`src/rtl/lmh_pkg.sv`:
```
`default_nettype none
// ----------------------------------------------------------------------------
// lmh_pkg
// Shared constants and types of the byte stream lane mix hash.
// ----------------------------------------------------------------------------
package lmh_pkg;

  // Default sizes
  localparam int unsigned LaneCountDef = 8;
  localparam int unsigned CountBitsDef = 28;

  // Mix constants
  localparam int unsigned MixNum      = 46886;
  localparam logic [31:0] MixStart    = 32'd7;
  localparam logic [31:0] AddConst    = 32'h85eb_ca6b;
  localparam logic [31:0] XorConst    = 32'hc2b2_ae35;
  localparam int unsigned ShiftLeft   = 15;
  localparam int unsigned ShiftRight  = 21;
  localparam int unsigned TrailBytes  = 8;

  // Quotient width of the fixed numerator divide
  localparam int unsigned DivW = $clog2(MixNum + 1);
  // Signed remainder by ten, -9..9
  localparam int unsigned RemW = 5;
  localparam logic signed [RemW-1:0] RemStart = 5'sd7;

  // Per-cycle commands from the sequencer to the lane datapath
  typedef struct packed {
    logic clear;    // return all lanes to zero
    logic load_k;   // register the lane factor k
    logic add_prod; // mix byte and k * (lane + 1)
    logic finish;   // shift-xor, add, xor, write the lane
  } mix_ctrl_t;

endpackage : lmh_pkg
`default_nettype wire

```
`src/rtl/lmh_in_if.sv`:
```
`default_nettype none
// ----------------------------------------------------------------------------
// lmh_in_if
// Input word channel: one message byte with its flags.
// ----------------------------------------------------------------------------
interface lmh_in_if;
  logic       valid;
  logic       ready;
  logic [7:0] data_byte;
  logic       has_byte;
  logic       end_of_message;

  modport source (output valid, output data_byte, output has_byte,
                  output end_of_message, input ready);
  modport sink   (input valid, input data_byte, input has_byte,
                  input end_of_message, output ready);
endinterface : lmh_in_if
`default_nettype wire

```
`src/rtl/lmh_out_if.sv`:
```
`default_nettype none
// ----------------------------------------------------------------------------
// lmh_out_if
// Output word channel: one digest lane per word.
// ----------------------------------------------------------------------------
interface lmh_out_if;
  logic        valid;
  logic        ready;
  logic [31:0] digest_word;
  logic [2:0]  word_index;
  logic        last_word;
  logic        too_long;

  modport source (output valid, output digest_word, output word_index,
                  output last_word, output too_long, input ready);
  modport sink   (input valid, input digest_word, input word_index,
                  input last_word, input too_long, output ready);
endinterface : lmh_out_if
`default_nettype wire

```
`src/rtl/byte_stream_lane_mix_hash.sv`:
```
`default_nettype none
// ----------------------------------------------------------------------------
// byte_stream_lane_mix_hash
// Mixes message bytes into LANE_COUNT lanes and streams the digest words.
// ----------------------------------------------------------------------------
// Each lane step runs the restoring divider of the k factor, then loads k,
// adds the product and writes the lane; a byte steps through every lane.
// The end of a message adds 8 trailer bytes, then LANE_COUNT digest words at
// one per cycle while the sink is ready. Not ready while a byte is mixed.
// Reset (async, active low) zeroes the lanes, the byte count and the
// overflow flag, and sets the mix counter to seven; so does each digest end.
// ----------------------------------------------------------------------------
module byte_stream_lane_mix_hash #(
  parameter int unsigned LANE_COUNT = lmh_pkg::LaneCountDef,
  parameter int unsigned COUNT_BITS = lmh_pkg::CountBitsDef
) (
  input  wire logic  clk_i,
  input  wire logic  rst_ni,
  lmh_in_if.sink     item_i,
  lmh_out_if.source  digest_o
);
  import lmh_pkg::*;

  localparam int unsigned IdxW = (LANE_COUNT > 1) ? $clog2(LANE_COUNT) : 1;
  localparam logic [IdxW-1:0] LastLane = IdxW'(LANE_COUNT - 1);
  localparam int unsigned TbW = $clog2(TrailBytes);
  localparam logic [TbW-1:0] LastTb = TbW'(TrailBytes - 1);

  typedef enum logic [6:0] {
    S_IDLE   = 7'b0000001,
    S_DSTART = 7'b0000010,
    S_DWAIT  = 7'b0000100,
    S_KLOAD  = 7'b0001000,
    S_ADD    = 7'b0010000,
    S_FIN    = 7'b0100000,
    S_OUT    = 7'b1000000
  } state_e;

  state_e                 state_q, state_d;
  logic [31:0]            mc_q, mc_d;
  logic signed [RemW-1:0] rem_q, rem_d;
  logic [COUNT_BITS-1:0]  cnt_q, cnt_d;
  logic                   ovf_q, ovf_d;
  logic [IdxW-1:0]        lane_q, lane_d;
  logic [TbW-1:0]         tb_q, tb_d;
  logic                   trail_q, trail_d;
  logic                   end_q, end_d;
  logic [7:0]             data_q, data_d;

  logic                   out_valid_q, out_valid_d;
  logic [31:0]            out_word_q, out_word_d;
  logic [2:0]             out_idx_q, out_idx_d;
  logic                   out_last_q, out_last_d;
  logic                   out_long_q, out_long_d;

  logic                   accept;
  logic                   mc_neg;
  logic                   mc_zero;
  logic [31:0]            mag;
  logic                   div_busy;
  logic [DivW-1:0]        quot;
  mix_ctrl_t              ctrl;
  logic [31:0]            lane_word;
  logic [63:0]            bits64;
  logic [5:0]             trail_sh;
  logic [7:0]             trail_byte;
  logic [7:0]             mix_byte;
  logic [IdxW+2:0]        idx_ext;

  assign item_i.ready = (state_q == S_IDLE);
  assign accept       = item_i.valid && item_i.ready;

  // Magnitude of the mix counter for the divider
  assign mc_neg  = mc_q[31];
  assign mc_zero = (mc_q == '0);
  assign mag     = mc_neg ? (32'd0 - mc_q) : mc_q;

  // Big-endian length trailer byte
  assign bits64     = {{(64-COUNT_BITS-3){1'b0}}, cnt_q, 3'b000};
  assign trail_sh   = {LastTb - tb_q, 3'b000};
  assign trail_byte = 8'(bits64 >> trail_sh);
  assign mix_byte   = trail_q ? trail_byte : data_q;

  assign idx_ext = {3'b000, lane_q};

  lmh_div u_div (
    .clk_i     (clk_i),
    .rst_ni    (rst_ni),
    .start_i   (state_q == S_DSTART),
    .divisor_i (mag),
    .busy_o    (div_busy),
    .quot_o    (quot)
  );

  lmh_mix #(
    .LANE_COUNT (LANE_COUNT),
    .IDX_W      (IdxW)
  ) u_mix (
    .clk_i   (clk_i),
    .rst_ni  (rst_ni),
    .ctrl_i  (ctrl),
    .idx_i   (lane_q),
    .byte_i  (mix_byte),
    .quot_i  (quot),
    .neg_i   (mc_neg),
    .zero_i  (mc_zero),
    .rem_i   (rem_q),
    .lane_o  (lane_word)
  );

  // Sequencer
  always_comb begin
    state_d     = state_q;
    mc_d        = mc_q;
    rem_d       = rem_q;
    cnt_d       = cnt_q;
    ovf_d       = ovf_q;
    lane_d      = lane_q;
    tb_d        = tb_q;
    trail_d     = trail_q;
    end_d       = end_q;
    data_d      = data_q;
    ctrl        = '0;
    out_valid_d = out_valid_q && !digest_o.ready;
    out_word_d  = out_word_q;
    out_idx_d   = out_idx_q;
    out_last_d  = out_last_q;
    out_long_d  = out_long_q;

    unique case (state_q)
      S_IDLE: begin
        if (accept) begin
          data_d  = item_i.data_byte;
          end_d   = item_i.end_of_message;
          trail_d = !item_i.has_byte;
          tb_d    = '0;
          lane_d  = '0;
          // Count the byte, saturate and flag on overrun
          if (item_i.has_byte) begin
            if (cnt_q == '1) begin
              ovf_d = 1'b1;
            end else begin
              cnt_d = cnt_q + 1'b1;
            end
          end
          if (item_i.has_byte || item_i.end_of_message) begin
            state_d = S_DSTART;
          end
        end
      end
      S_DSTART: begin
        state_d = S_DWAIT;
      end
      S_DWAIT: begin
        if (!div_busy) begin
          state_d = S_KLOAD;
        end
      end
      S_KLOAD: begin
        ctrl.load_k = 1'b1;
        state_d     = S_ADD;
      end
      S_ADD: begin
        ctrl.add_prod = 1'b1;
        state_d       = S_FIN;
      end
      S_FIN: begin
        ctrl.finish = 1'b1;
        mc_d        = mc_q + 32'd1;
        // Track the truncated remainder of the counter by ten
        if (mc_q == 32'h7fff_ffff) begin
          rem_d = -5'sd8;
        end else if (!mc_neg) begin
          rem_d = (rem_q == 5'sd9) ? 5'sd0 : rem_q + 5'sd1;
        end else begin
          rem_d = (rem_q == 5'sd0) ? -5'sd9 : rem_q + 5'sd1;
        end
        if (lane_q != LastLane) begin
          lane_d  = lane_q + 1'b1;
          state_d = S_DSTART;
        end else begin
          lane_d = '0;
          if (!trail_q) begin
            if (end_q) begin
              trail_d = 1'b1;
              tb_d    = '0;
              state_d = S_DSTART;
            end else begin
              state_d = S_IDLE;
            end
          end else if (tb_q != LastTb) begin
            tb_d    = tb_q + 1'b1;
            state_d = S_DSTART;
          end else begin
            state_d = S_OUT;
          end
        end
      end
      S_OUT: begin
        // Advance one digest word when the output stage is free
        if (!out_valid_q || digest_o.ready) begin
          out_valid_d = 1'b1;
          out_word_d  = lane_word;
          out_idx_d   = idx_ext[2:0];
          out_last_d  = (lane_q == LastLane);
          out_long_d  = ovf_q;
          if (lane_q == LastLane) begin
            ctrl.clear = 1'b1;
            mc_d       = MixStart;
            rem_d      = RemStart;
            cnt_d      = '0;
            ovf_d      = 1'b0;
            lane_d     = '0;
            state_d    = S_IDLE;
          end else begin
            lane_d = lane_q + 1'b1;
          end
        end
      end
      default: begin
        state_d = S_IDLE;
      end
    endcase
  end

  always_ff @(posedge clk_i or negedge rst_ni) begin
    if (!rst_ni) begin
      state_q     <= S_IDLE;
      mc_q        <= MixStart;
      rem_q       <= RemStart;
      cnt_q       <= '0;
      ovf_q       <= 1'b0;
      lane_q      <= '0;
      tb_q        <= '0;
      trail_q     <= 1'b0;
      end_q       <= 1'b0;
      out_valid_q <= 1'b0;
    end else begin
      state_q     <= state_d;
      mc_q        <= mc_d;
      rem_q       <= rem_d;
      cnt_q       <= cnt_d;
      ovf_q       <= ovf_d;
      lane_q      <= lane_d;
      tb_q        <= tb_d;
      trail_q     <= trail_d;
      end_q       <= end_d;
      out_valid_q <= out_valid_d;
    end
  end

  // Payload registers
  always_ff @(posedge clk_i) begin
    data_q     <= data_d;
    out_word_q <= out_word_d;
    out_idx_q  <= out_idx_d;
    out_last_q <= out_last_d;
    out_long_q <= out_long_d;
  end

  assign digest_o.valid       = out_valid_q;
  assign digest_o.digest_word = out_word_q;
  assign digest_o.word_index  = out_idx_q;
  assign digest_o.last_word   = out_last_q;
  assign digest_o.too_long    = out_long_q;

endmodule : byte_stream_lane_mix_hash
`default_nettype wire

```
`src/rtl/lmh_div.sv`:
```
`default_nettype none
// ----------------------------------------------------------------------------
// lmh_div
// Radix-2 restoring divider of the fixed numerator by a 32-bit divisor,
// one quotient bit per cycle.
// ----------------------------------------------------------------------------
module lmh_div (
  input  wire logic                     clk_i,
  input  wire logic                     rst_ni,
  input  wire logic                     start_i,
  input  wire logic [31:0]              divisor_i,
  output logic                          busy_o,
  output logic [lmh_pkg::DivW-1:0]      quot_o
);
  import lmh_pkg::*;

  localparam int unsigned CntW = $clog2(DivW);
  localparam logic [DivW-1:0] Num = DivW'(MixNum);

  logic            busy_q, busy_d;
  logic [CntW-1:0] cnt_q, cnt_d;
  logic [DivW-1:0] rem_q, rem_d;
  logic [DivW-1:0] quo_q, quo_d;
  logic [31:0]     dvs_q, dvs_d;
  logic [DivW:0]   trial;
  logic [DivW:0]   diff;
  logic            ge;

  // Shift in the next numerator bit and try a subtract
  assign trial = {rem_q, quo_q[DivW-1]};
  assign ge    = {{(32-DivW-1){1'b0}}, trial} >= dvs_q;
  assign diff  = trial - dvs_q[DivW:0];

  always_comb begin
    busy_d = busy_q;
    cnt_d  = cnt_q;
    rem_d  = rem_q;
    quo_d  = quo_q;
    dvs_d  = dvs_q;
    if (start_i) begin
      busy_d = 1'b1;
      cnt_d  = CntW'(DivW - 1);
      rem_d  = '0;
      quo_d  = Num;
      dvs_d  = divisor_i;
    end else if (busy_q) begin
      rem_d = ge ? diff[DivW-1:0] : trial[DivW-1:0];
      quo_d = {quo_q[DivW-2:0], ge};
      cnt_d = cnt_q - 1'b1;
      if (cnt_q == '0) begin
        busy_d = 1'b0;
      end
    end
  end

  always_ff @(posedge clk_i or negedge rst_ni) begin
    if (!rst_ni) begin
      busy_q <= 1'b0;
      cnt_q  <= '0;
    end else begin
      busy_q <= busy_d;
      cnt_q  <= cnt_d;
    end
  end

  // Datapath registers
  always_ff @(posedge clk_i) begin
    rem_q <= rem_d;
    quo_q <= quo_d;
    dvs_q <= dvs_d;
  end

  assign busy_o = busy_q;
  assign quot_o = quo_q;

endmodule : lmh_div
`default_nettype wire

```
`src/rtl/lmh_mix.sv`:
```
`default_nettype none
// ----------------------------------------------------------------------------
// lmh_mix
// Lane registers and the shared lane update: k factor, multiply-add,
// shift-xor and constant add / xor, one lane at a time.
// ----------------------------------------------------------------------------
module lmh_mix #(
  parameter int unsigned LANE_COUNT = lmh_pkg::LaneCountDef,
  parameter int unsigned IDX_W      = 3
) (
  input  wire logic                            clk_i,
  input  wire logic                            rst_ni,
  input  wire lmh_pkg::mix_ctrl_t              ctrl_i,
  input  wire logic [IDX_W-1:0]                idx_i,
  input  wire logic [7:0]                      byte_i,
  input  wire logic [lmh_pkg::DivW-1:0]        quot_i,
  input  wire logic                            neg_i,
  input  wire logic                            zero_i,
  input  wire logic signed [lmh_pkg::RemW-1:0] rem_i,
  output logic [31:0]                          lane_o
);
  import lmh_pkg::*;

  logic [31:0]      lanes_q [LANE_COUNT];
  logic [31:0]      k_q, k_d;
  logic [31:0]      h_q, h_d;
  logic [31:0]      quot_ext;
  logic [31:0]      q_signed;
  logic [31:0]      byte_ext;
  logic [IDX_W:0]   factor;
  logic [31:0]      prod;
  logic [31:0]      shx;
  logic [31:0]      lane_new;

  assign lane_o = lanes_q[idx_i];

  // Signed quotient minus the signed remainder by ten
  assign quot_ext = {{(32-DivW){1'b0}}, quot_i};
  assign q_signed = zero_i ? '0 : (neg_i ? (32'd0 - quot_ext) : quot_ext);
  assign k_d      = q_signed - 32'(rem_i);

  // Sign-extend the byte and weight k by the lane number
  assign byte_ext = {{24{byte_i[7]}}, byte_i};
  assign factor   = {1'b0, idx_i} + 1'b1;
  assign prod     = k_q * {{(32-IDX_W-1){1'b0}}, factor};
  assign h_d      = (lane_o ^ byte_ext) + prod;

  // Final scramble of the lane
  assign shx      = h_q ^ ((h_q << ShiftLeft) | (h_q >> ShiftRight));
  assign lane_new = (shx + AddConst) ^ XorConst;

  always_ff @(posedge clk_i) begin
    if (ctrl_i.load_k) begin
      k_q <= k_d;
    end
    if (ctrl_i.add_prod) begin
      h_q <= h_d;
    end
  end

  // Hold lanes; clear at digest end, write back on finish
  always_ff @(posedge clk_i or negedge rst_ni) begin
    if (!rst_ni) begin
      for (int i = 0; i < LANE_COUNT; i++) begin
        lanes_q[i] <= '0;
      end
    end else if (ctrl_i.clear) begin
      for (int i = 0; i < LANE_COUNT; i++) begin
        lanes_q[i] <= '0;
      end
    end else if (ctrl_i.finish) begin
      lanes_q[idx_i] <= lane_new;
    end
  end

endmodule : lmh_mix
`default_nettype wire
```
`src/flat_wrapper.sv`:
```
// flat-port wrapper written by rule: the top's interface ports become plain ports
module byte_stream_lane_mix_hash_flat import lmh_pkg::*;
#(
  parameter int unsigned LANE_COUNT = lmh_pkg::LaneCountDef,
  parameter int unsigned COUNT_BITS = lmh_pkg::CountBitsDef
)
  (clk_i, rst_ni, item_i_valid, item_i_data_byte, item_i_has_byte, item_i_end_of_message, item_i_ready, digest_o_valid, digest_o_digest_word, digest_o_word_index, digest_o_last_word, digest_o_too_long, digest_o_ready);
  lmh_in_if item_i_i ();
  lmh_out_if digest_o_i ();
  input  wire logic clk_i;
  input  wire logic rst_ni;
  input wire logic [$bits(item_i_i.valid)-1:0] item_i_valid;
  input wire logic [$bits(item_i_i.data_byte)-1:0] item_i_data_byte;
  input wire logic [$bits(item_i_i.has_byte)-1:0] item_i_has_byte;
  input wire logic [$bits(item_i_i.end_of_message)-1:0] item_i_end_of_message;
  output wire logic [$bits(item_i_i.ready)-1:0] item_i_ready;
  output wire logic [$bits(digest_o_i.valid)-1:0] digest_o_valid;
  output wire logic [$bits(digest_o_i.digest_word)-1:0] digest_o_digest_word;
  output wire logic [$bits(digest_o_i.word_index)-1:0] digest_o_word_index;
  output wire logic [$bits(digest_o_i.last_word)-1:0] digest_o_last_word;
  output wire logic [$bits(digest_o_i.too_long)-1:0] digest_o_too_long;
  input wire logic [$bits(digest_o_i.ready)-1:0] digest_o_ready;
  assign item_i_i.valid = item_i_valid;
  assign item_i_i.data_byte = item_i_data_byte;
  assign item_i_i.has_byte = item_i_has_byte;
  assign item_i_i.end_of_message = item_i_end_of_message;
  assign item_i_ready = item_i_i.ready;
  assign digest_o_valid = digest_o_i.valid;
  assign digest_o_digest_word = digest_o_i.digest_word;
  assign digest_o_word_index = digest_o_i.word_index;
  assign digest_o_last_word = digest_o_i.last_word;
  assign digest_o_too_long = digest_o_i.too_long;
  assign digest_o_i.ready = digest_o_ready;
  byte_stream_lane_mix_hash #(.LANE_COUNT(LANE_COUNT), .COUNT_BITS(COUNT_BITS)) u_core (.clk_i(clk_i), .rst_ni(rst_ni), .item_i(item_i_i), .digest_o(digest_o_i));
endmodule
```
`config.mk`:
```
export PLATFORM = sky130hd
export DESIGN_NAME = byte_stream_lane_mix_hash_flat
export DESIGN_NICKNAME = d
export VERILOG_FILES = /design/src/rtl/lmh_pkg.sv /design/src/rtl/lmh_in_if.sv /design/src/rtl/lmh_out_if.sv /design/src/rtl/byte_stream_lane_mix_hash.sv /design/src/rtl/lmh_div.sv /design/src/rtl/lmh_mix.sv /design/src/flat_wrapper.sv
export SDC_FILE = /design/constraint.sdc
export NUM_CORES = 1
export LEC_CHECK = 0
export BUFFER_PORTS_ARGS = -buffer_cell sky130_fd_sc_hd__buf_2
export CAP_MARGIN = 10
export CORE_ASPECT_RATIO = 1.5
export CORE_MARGIN = 1
export CORE_UTILIZATION = 45
export DETAILED_ROUTE_END_ITERATION = 6
export PLACE_DENSITY = 0.63
export SYNTH_ARGS = -nofsm -noshare
export SYNTH_HDL_FRONTEND = slang
export SYNTH_SLANG_ARGS = --single-unit
export TNS_END_PERCENT = 50
```
`constraint.sdc`:
```
create_clock -name clk_i -period 11.1 [get_ports clk_i]
set_clock_uncertainty 0.05 [all_clocks]
set_input_delay 3.33 -clock clk_i [delete_from_list [all_inputs] [get_ports clk_i]]
set_output_delay 3.33 -clock clk_i [all_outputs]
set_load 0.05 [all_outputs]
```
==> summary.txt, run 1 <==
Run status
  • Run status: finished clean

Place
  • HPWL Detailed: 59,700 um
  • Cell count after placement: 3,782
  • PortBufs: 52
  • Post-place setup slack: 4440 ps
  • GPL Wtd Cong: 1.02
  • Placed instance area: 31,500 um2

Worst hold path
  • Worst Hold Launch: u_core.ovf_q
  • Worst hold path class: reg2reg

Timing
  • Setup ws final: 4440 ps
  • Actual slew at the worst max-slew pin: 1130 ps
  • RSZ-0062 raised after global routing: no
  • Final slew viol count: 0
  • Period minus WS final: 6660 ps
  • Setup TNS: 0 ps
  • Peak Freq: 0.150 GHz
  • Final Hold Violating Endpoints: 0
  • # setup viols final: 0
  • Fin crit share: 60.0%
  • Max-slew headroom: 24.3%
  • Fin Hold WS: 409 ps

Global routing
  • First-pass GRT wire length: 131,000 um
  • GR Overflow Total: 0
  • Initial antenna violation count: 0
  • Vias in the first global route: 23.3k
  • Largest net degree at the start of global routing: 162
  • Global Route Usage Sum: 24.5%

Layout
  • Finished Layout Cells: 3,878
  • Ant diodes: 0
  • Final #Nets: 3,134
  • Finished Cell Area: 33,400 um2
  • Core Util, Final: 50.0%
  • Fillcell total: 6,114
  • FF+latch area: 13,500 um2
  • Multi-input logic area: 15,700 um2
  • Share of layout cells above drive strength 1: 9.79%
  • Area growth syn-to-layout: 10.1%

Detailed routing
  • DR vias/cell: 5.87
  • Detailed Route Iter0 Violations: 1,824
  • WL final: 84,000 um
  • Routed len/inst: 21.7 um
  • Vias post-DR: 22.8k
  • Final ANT Viol Nets: 0
  • DRC: 0
  • Drt first pass iters: 5

Clock tree
  • Post-CTS Setup Inserts: 0
  • Sink Count: 516
  • Clk slew on worst S/H paths: 70 ps
  • Clk Latency, worst-skew pair: 630 ps
  • TritonCTS Buffers: 51
  • CTS root buf: clkbuf_16
  • Post-CTS Hold Buffers: 0
  • H-tree Lvls: 2
  • CTS tree: done
  • Post-cts sizing count: 0
  • Max Root-Sink Buffers: 3

Floorplan
  • Core area: 66,800 um2
  • Height of the die: 320 um
  • Die area: 68,500 um2
  • I/O pin count: 53
  • Rows: 116
  • Die width: 214 um
  • Starting Density: 45.4%

Synth
  • Yosys Warn Count: 0
  • Synth async-reset ratio: 66.5%
  • Synthesized area: 30,300 um2
  • Main synth FF type: dfrtp_1
  • Leading post-synthesis cells by cell area: dfrtp_1 (28%), edfxtp_1 (14%), fa_1 (5.8%)
  • Most frequent cells after synthesis: dfrtp_1 (336), nand2_1 (253), nor2_1 (210)
  • Cell with the most instances after synthesis: dfrtp_1
  • Yosys top cell by area: dfrtp_1
  • Flops & latches, synth: 516
  • Synthesized area per cell: 10.2 um2
  • Sequential element share of the synthesized area: 44.4%
  • Post-synth EDFFs: 141
  • Synth Instances: 2,962
  • Post-synth cell types: 88
  • Mapped Nets: 3,146
  • Post-synth top area share: 27.7%

Critical path
  • Critical path type: reg2reg
  • Worst setup path start: u_core.lane_q[0]
  • CP Capture Type: flop
  • CP Launch Type: flop
  • Crit path required time: 11,410 ps
  • Worst r2r src: u_core.lane_q[0]
  • CP Max Fanout: 62
  • Worst EP arrival: 6970 ps

Power and ir drop
  • P per Cell Area: 185 nW/um2
  • Total power: 6.17 mW
  • Leakage Power: 14.6 nW
  • Peak VDD IR: 0.142 mV

Flow run
  • MaxCap Viol Count: 0
cell families after synthesis:
kind of cell	share of synthesized area, %
adders and majority gates	9.19
and+or+nand+nor	15.1
xor gates and xnor gates	6.91
DFF	44.4
buffers and inverters	4.23
AOI/OAI and AO/OA	15.6
muxes	4.56
power by group:
| group | switching (mW) | internal [mW] |
|---|---|---|
| combinational | 1.04 | 0.766 |
| sequential | 0.166 | 2.25 |
| clock | 0.787 | 1.16 |
| total | 2.00 | 4.17 |
worst paths after layout:
path	slack (ps)	endpoint	cells after the start
hold / removal	410	u_core.digest_o.too_long	0
max in group asynchronous	6670	u_core.u_div.busy_o	2
setup / recovery	4440	u_core.u_mix.h_q[30]	17
hold reg to reg	410	u_core.digest_o.too_long	0
min in group asynchronous	2750	u_core.u_mix.lanes_q[169]	1
setup reg to reg	4440	u_core.u_mix.h_q[30]	17
sequential cells by signal, summed over array words and instances (netlist names), 16 cells and up:
signal and count:
u_core.mc_q 32, u_core.u_div.quot_o 16, u_core.digest_o.digest_word 32, u_core.u_mix.k_q 32
u_core.u_div.dvs_q 32, u_core.u_mix.h_q 32, u_core.u_div.rem_q 16, u_core.u_mix.lanes_q 256
u_core.cnt_q 28
layer usage:
| layer | vias up | routed length (um) | track usage, % | share of wire, % |
|---|---|---|---|---|
| met1 | 11300 | 30500 | 26.2 | 36 |
| li1 | 10500 | - | - | - |
| met5 | - | 0 | 0 | 0 |
| met3 | 239 | 4190 | 3.28 | 5.0 |
| met4 | 0 | 4720 | 13.4 | 5.6 |
| met2 | 711 | 44600 | 46.2 | 53 |
cell type report:
class	count	share of cell area (%)
Clock inverter	33	1.42
Sequential cell	516	40.4
Multi-Input combinational cell	2110	47.0
Tap cell	885	3.32
Inverter	177	1.99
Timing Repair Buffer	94	1.79
Clock buffer	63	4.18
critical path, cell delays in order (launching register included):
cell       delay [ps]
dfrtp_4           770
ha_1              340
ha_1              820
and2_1            270
fa_1              460
fa_1              550
inv_1              50
fa_1              530
inv_1              50
ha_1              340
o21ai_0           170
o21a_1            220
o31ai_1           500
a21oi_1           300
o31a_1            370
a211o_1           310
mux2i_1           160
o2111ai_1         120
placed cells by master, fill, tap and decap left out, types with 15 or more instances in the layout:
| master | instances |
|---|---|
| xnor2_1 | 126 |
| buf_4 | 41 |
| inv_1 | 174 |
| dfrtp_1 | 332 |
| nand2_1 | 253 |
| nand3_1 | 98 |
| ha_1 | 82 |
| a21o_1 | 34 |
| clkbuf_16 | 54 |
| mux2_2 | 28 |
| mux2i_1 | 55 |
| a31oi_1 | 46 |
| fa_1 | 88 |
| a21oi_1 | 107 |
| mux4_2 | 23 |
| buf_2 | 51 |
| a221oi_1 | 29 |
| nor2_1 | 202 |
| and3_1 | 41 |
| nand2b_1 | 15 |
| and2_1 | 97 |
| nor3_1 | 37 |
| o22ai_1 | 17 |
| or3_1 | 17 |
| o21ai_0 | 135 |
| edfxtp_1 | 141 |
| nor2b_1 | 54 |
| nand4_1 | 17 |
| a22o_1 | 152 |
| xor2_1 | 111 |
| o31ai_1 | 20 |
| dfxtp_1 | 32 |
| o21a_1 | 16 |
No activity file was read; power rests on OpenSTA's default activity.
==> run 2: changes to the inputs <==
--- a/config.mk
+++ b/config.mk
@@ -5,6 +5,7 @@
 export SDC_FILE = /design/constraint.sdc
 export NUM_CORES = 1
 export LEC_CHECK = 0
+export ABC_AREA = 1
 export BUFFER_PORTS_ARGS = -buffer_cell sky130_fd_sc_hd__buf_2
 export CAP_MARGIN = 10
 export CORE_ASPECT_RATIO = 1.5
==> constraint.sdc (replaced) <==
create_clock -name clk_i -period 6.56 [get_ports clk_i]
set_clock_uncertainty 0.05 [all_clocks]
set_input_delay 1.968 -clock clk_i [delete_from_list [all_inputs] [get_ports clk_i]]
set_output_delay 1.968 -clock clk_i [all_outputs]
set_load 0.05 [all_outputs]
==> run 2 against run 1 <==
  * Combinational power increased to 3.3 times the previous value
  * Critical path depth is 2 higher
  * Global-route usage rose by 4.0 points
  * Final area is 7.3% higher
  * Hold slack got worse by 18 ps
  * Core utilization fell by 0.59 points
  * Cell count grew 33%
  * Register-to-register slack got worse by 3300 ps
  * Count of clock-buffer cells in the layout grew 9
  * Synthesized cell count grew 42%
  * Maximum frequency is 22% higher
  * Sequential cell count unchanged
  * Critical path type unchanged
==> summary.txt, run 2 <==
Critical path
  • Worst EP arrival: 5760 ps
  • CP cell instances: ha_1, ha_1, buf_4, nand2_1, inv_1, fa_1, fa_1, inv_1, fa_1, inv_1, ha_1, nand2_1, nor2_1, inv_1, nor3_1, buf_4, or3b_2, nand4_1, nand2_1
  • Critical path type: reg2reg
  • Top delay family on crit path: adder cells
  • CP max-delay cell: ha_1
  • Worst path max stage delay: 810 ps
  • CP Max Fanout: 22
  • Most frequent cell on the critical path: inv_1
  • Buf+Inv Stages, Crit Path: 6
  • R2r setup slk: 1120 ps
  • CP Launch Type: flop
  • Crit path required time: 6880 ps
  • CP Capture Type: flop

Floorplan
  • Core area: 72,500 um2
  • Rows: 121
  • Starting Density: 45.4%
  • Die width: 223 um
  • Height of the die: 333 um
  • Die area: 74,200 um2
  • I/O pin count: 53

Clock tree
  • Post-cts sizing count: 0
  • Clk Latency, worst-skew pair: 660 ps
  • Post-CTS Setup Inserts: 0
  • CTS root buf: clkbuf_16
  • Max Root-Sink Buffers: 3
  • Sink Count: 516
  • Post-CTS Hold Buffers: 0
  • Clk slew on worst S/H paths: 70 ps
  • H-tree Lvls: 2
  • TritonCTS Buffers: 54
  • CTS tree: done

Timing
  • Peak Freq: 0.184 GHz
  • # setup viols final: 0
  • Setup TNS: 0 ps
  • Max-slew headroom: 19.5%
  • Actual slew at the worst max-slew pin: 1210 ps
  • Fin crit share: 83.0%
  • Fin Hold WS: 391 ps
  • RSZ-0062 raised after global routing: no
  • Period minus WS final: 5440 ps
  • Final slew viol count: 0
  • Final Hold Violating Endpoints: 0

Global routing
  • GRT met1 Usage: 31.5%
  • Global Route Usage Sum: 28.5%
  • GR Overflow Total: 0
  • GR Util met2: 52.2%
  • Vias in the first global route: 28.8k
  • Initial antenna violation count: 1
  • First-pass GRT wire length: 163,000 um
  • Most used routing layer: met2
  • Largest net degree at the start of global routing: 99
  • Met3 usage: 3.81%

Synth
  • Synthesized area per cell: 7.85 um2
  • Synth async-reset ratio: 66.5%
  • Post-synth top area share: 25.5%
  • Synthesized area: 32,900 um2
  • Leading post-synthesis cells by cell area: dfrtp_1 (26%), nand2_1 (13%), edfxtp_1 (13%)
  • Post-synth cell types: 67
  • Most frequent cells after synthesis: nand2_1 (1,183), inv_1 (550), dfrtp_1 (336)
  • Yosys top cell by area: dfrtp_1
  • Main synth FF type: dfrtp_1
  • Cell with the most instances after synthesis: nand2_1
  • Sequential element share of the synthesized area: 40.9%
  • Synth Instances: 4,192
  • Post-synth EDFFs: 141
  • Flops & latches, synth: 516
  • Mapped Nets: 4,376
  • Yosys Warn Count: 0

Place
  • HPWL Detailed: 77,300 um
  • GPL Wtd Cong: 0.998
  • PortBufs: 52

Worst hold path
  • Worst hold path class: reg2reg

Layout
  • Share of layout cells above drive strength 1: 8.07%
  • Most flops, register: u_core.u_mix.lanes_q
  • Max FFs per register: 256
  • Fillcell total: 7,118
  • Area growth syn-to-layout: 8.94%
  • Most frequent cells in the layout: nand2_1 (1,183), inv_1 (550), dfrtp_1 (336), nor2_1 (313), nand3_1 (292)
  • Commonest non-fill, non-tap cell in the layout: nand2_1
  • Final #Nets: 4,390
  • Ant diodes: 0

Detailed routing
  • DRC: 0
  • Vias post-DR: 28.6k
  • DR vias/cell: 5.53
  • WL final: 105,000 um
  • Final ANT Viol Nets: 0
  • Detailed Route Iter0 Violations: 2,407
  • Routed len/inst: 20.3 um
  • Drt first pass iters: 6

Run status
  • Run status: finished clean

Power and ir drop
  • Leakage Power: 17.5 nW
  • Peak VDD IR: 0.261 mV
  • P per Cell Area: 388 nW/um2

Flow run
  • MaxCap Viol Count: 0
==> run 2: changes by cell type in the layout (fill, tap and decap cells not counted), sizes merged, moves of 96 or more <==
| cell | before | now |
|---|---|---|
| nand2 | 253 | 1214 |
| inv | 178 | 601 |
| o21ai | 135 | 234 |
| nor2 | 210 | 334 |
| and2 | 98 | 2 |
| nand3 | 99 | 315 |
| a22o | 152 | 14 |
==> run 2: final cells by class <==
type                            count  area [um2]  area share (%)
Clock buffer                       72        1520            4.24
Clock inverter                     30         335           0.935
Inverter                          598        2250            6.27
Multi-Input combinational cell   2946       16500            46.1
Sequential cell                   516       13500            37.6
Tap cell                          922        1150            3.22
Timing Repair Buffer               90         593            1.65
==> run 2: logic make-up after synthesis <==
| kind of cell | after synthesis | synth area share [%] |
|---|---|---|
| buf+inv | 730 | 8.94 |
| simple gates | 2058 | 27.2 |
| flops | 516 | 40.9 |
| compound gates | 551 | 9.93 |
| xor+xnor | 167 | 4.54 |
| fa+ha+maj | 170 | 8.47 |
==> run 2: per-stage QoR <==
stage	utilization, %	area, um2	instances	total power, mW	setup slack, ps
2_1_floorplan	-	32900	4192	8.99	1910
3_3_place_gp	46.9	34000	5072	10.7	1190
3_5_place_dp	46.9	34000	5072	10.7	1100
4_1_cts	49.4	35900	5174	14.0	1110
5_1_grt	49.4	35900	5174	14.9	750
6_report	49.4	35900	5174	13.9	1120
==> run 2: worst paths after layout <==
| kind | from | endpoint | depth (start not counted) |
|---|---|---|---|
| max | u_core.lane_q[1] | u_core.u_mix.h_q[22] | 19 |
| min in group asynchronous | rst_ni | u_core.u_mix.lanes_q[16] | 1 |
| max reg2reg | u_core.lane_q[1] | u_core.u_mix.h_q[22] | 19 |
| min reg2reg | u_core.ovf_q | u_core.digest_o.too_long | 0 |
| min | u_core.ovf_q | u_core.digest_o.too_long | 0 |
| max in group asynchronous | rst_ni | u_core.mc_q[14] | 2 |
==> run 2: metal layers <==
metal  vias up  part of all wire (%)
li1      13600                     -
met1     13800                    37
met2       907                    51
met3       314                   5.0
met4         2                   6.3
met5         -                 0.010
==> run 2: power breakdown <==
part / total (mW) / internal [mW] / switching, mW
clock: 3.25 / 1.84 / 1.41
combinational: 6.01 / 2.05 / 3.96
sequential: 4.66 / 4.24 / 0.421
total: 13.9 / 8.12 / 5.79
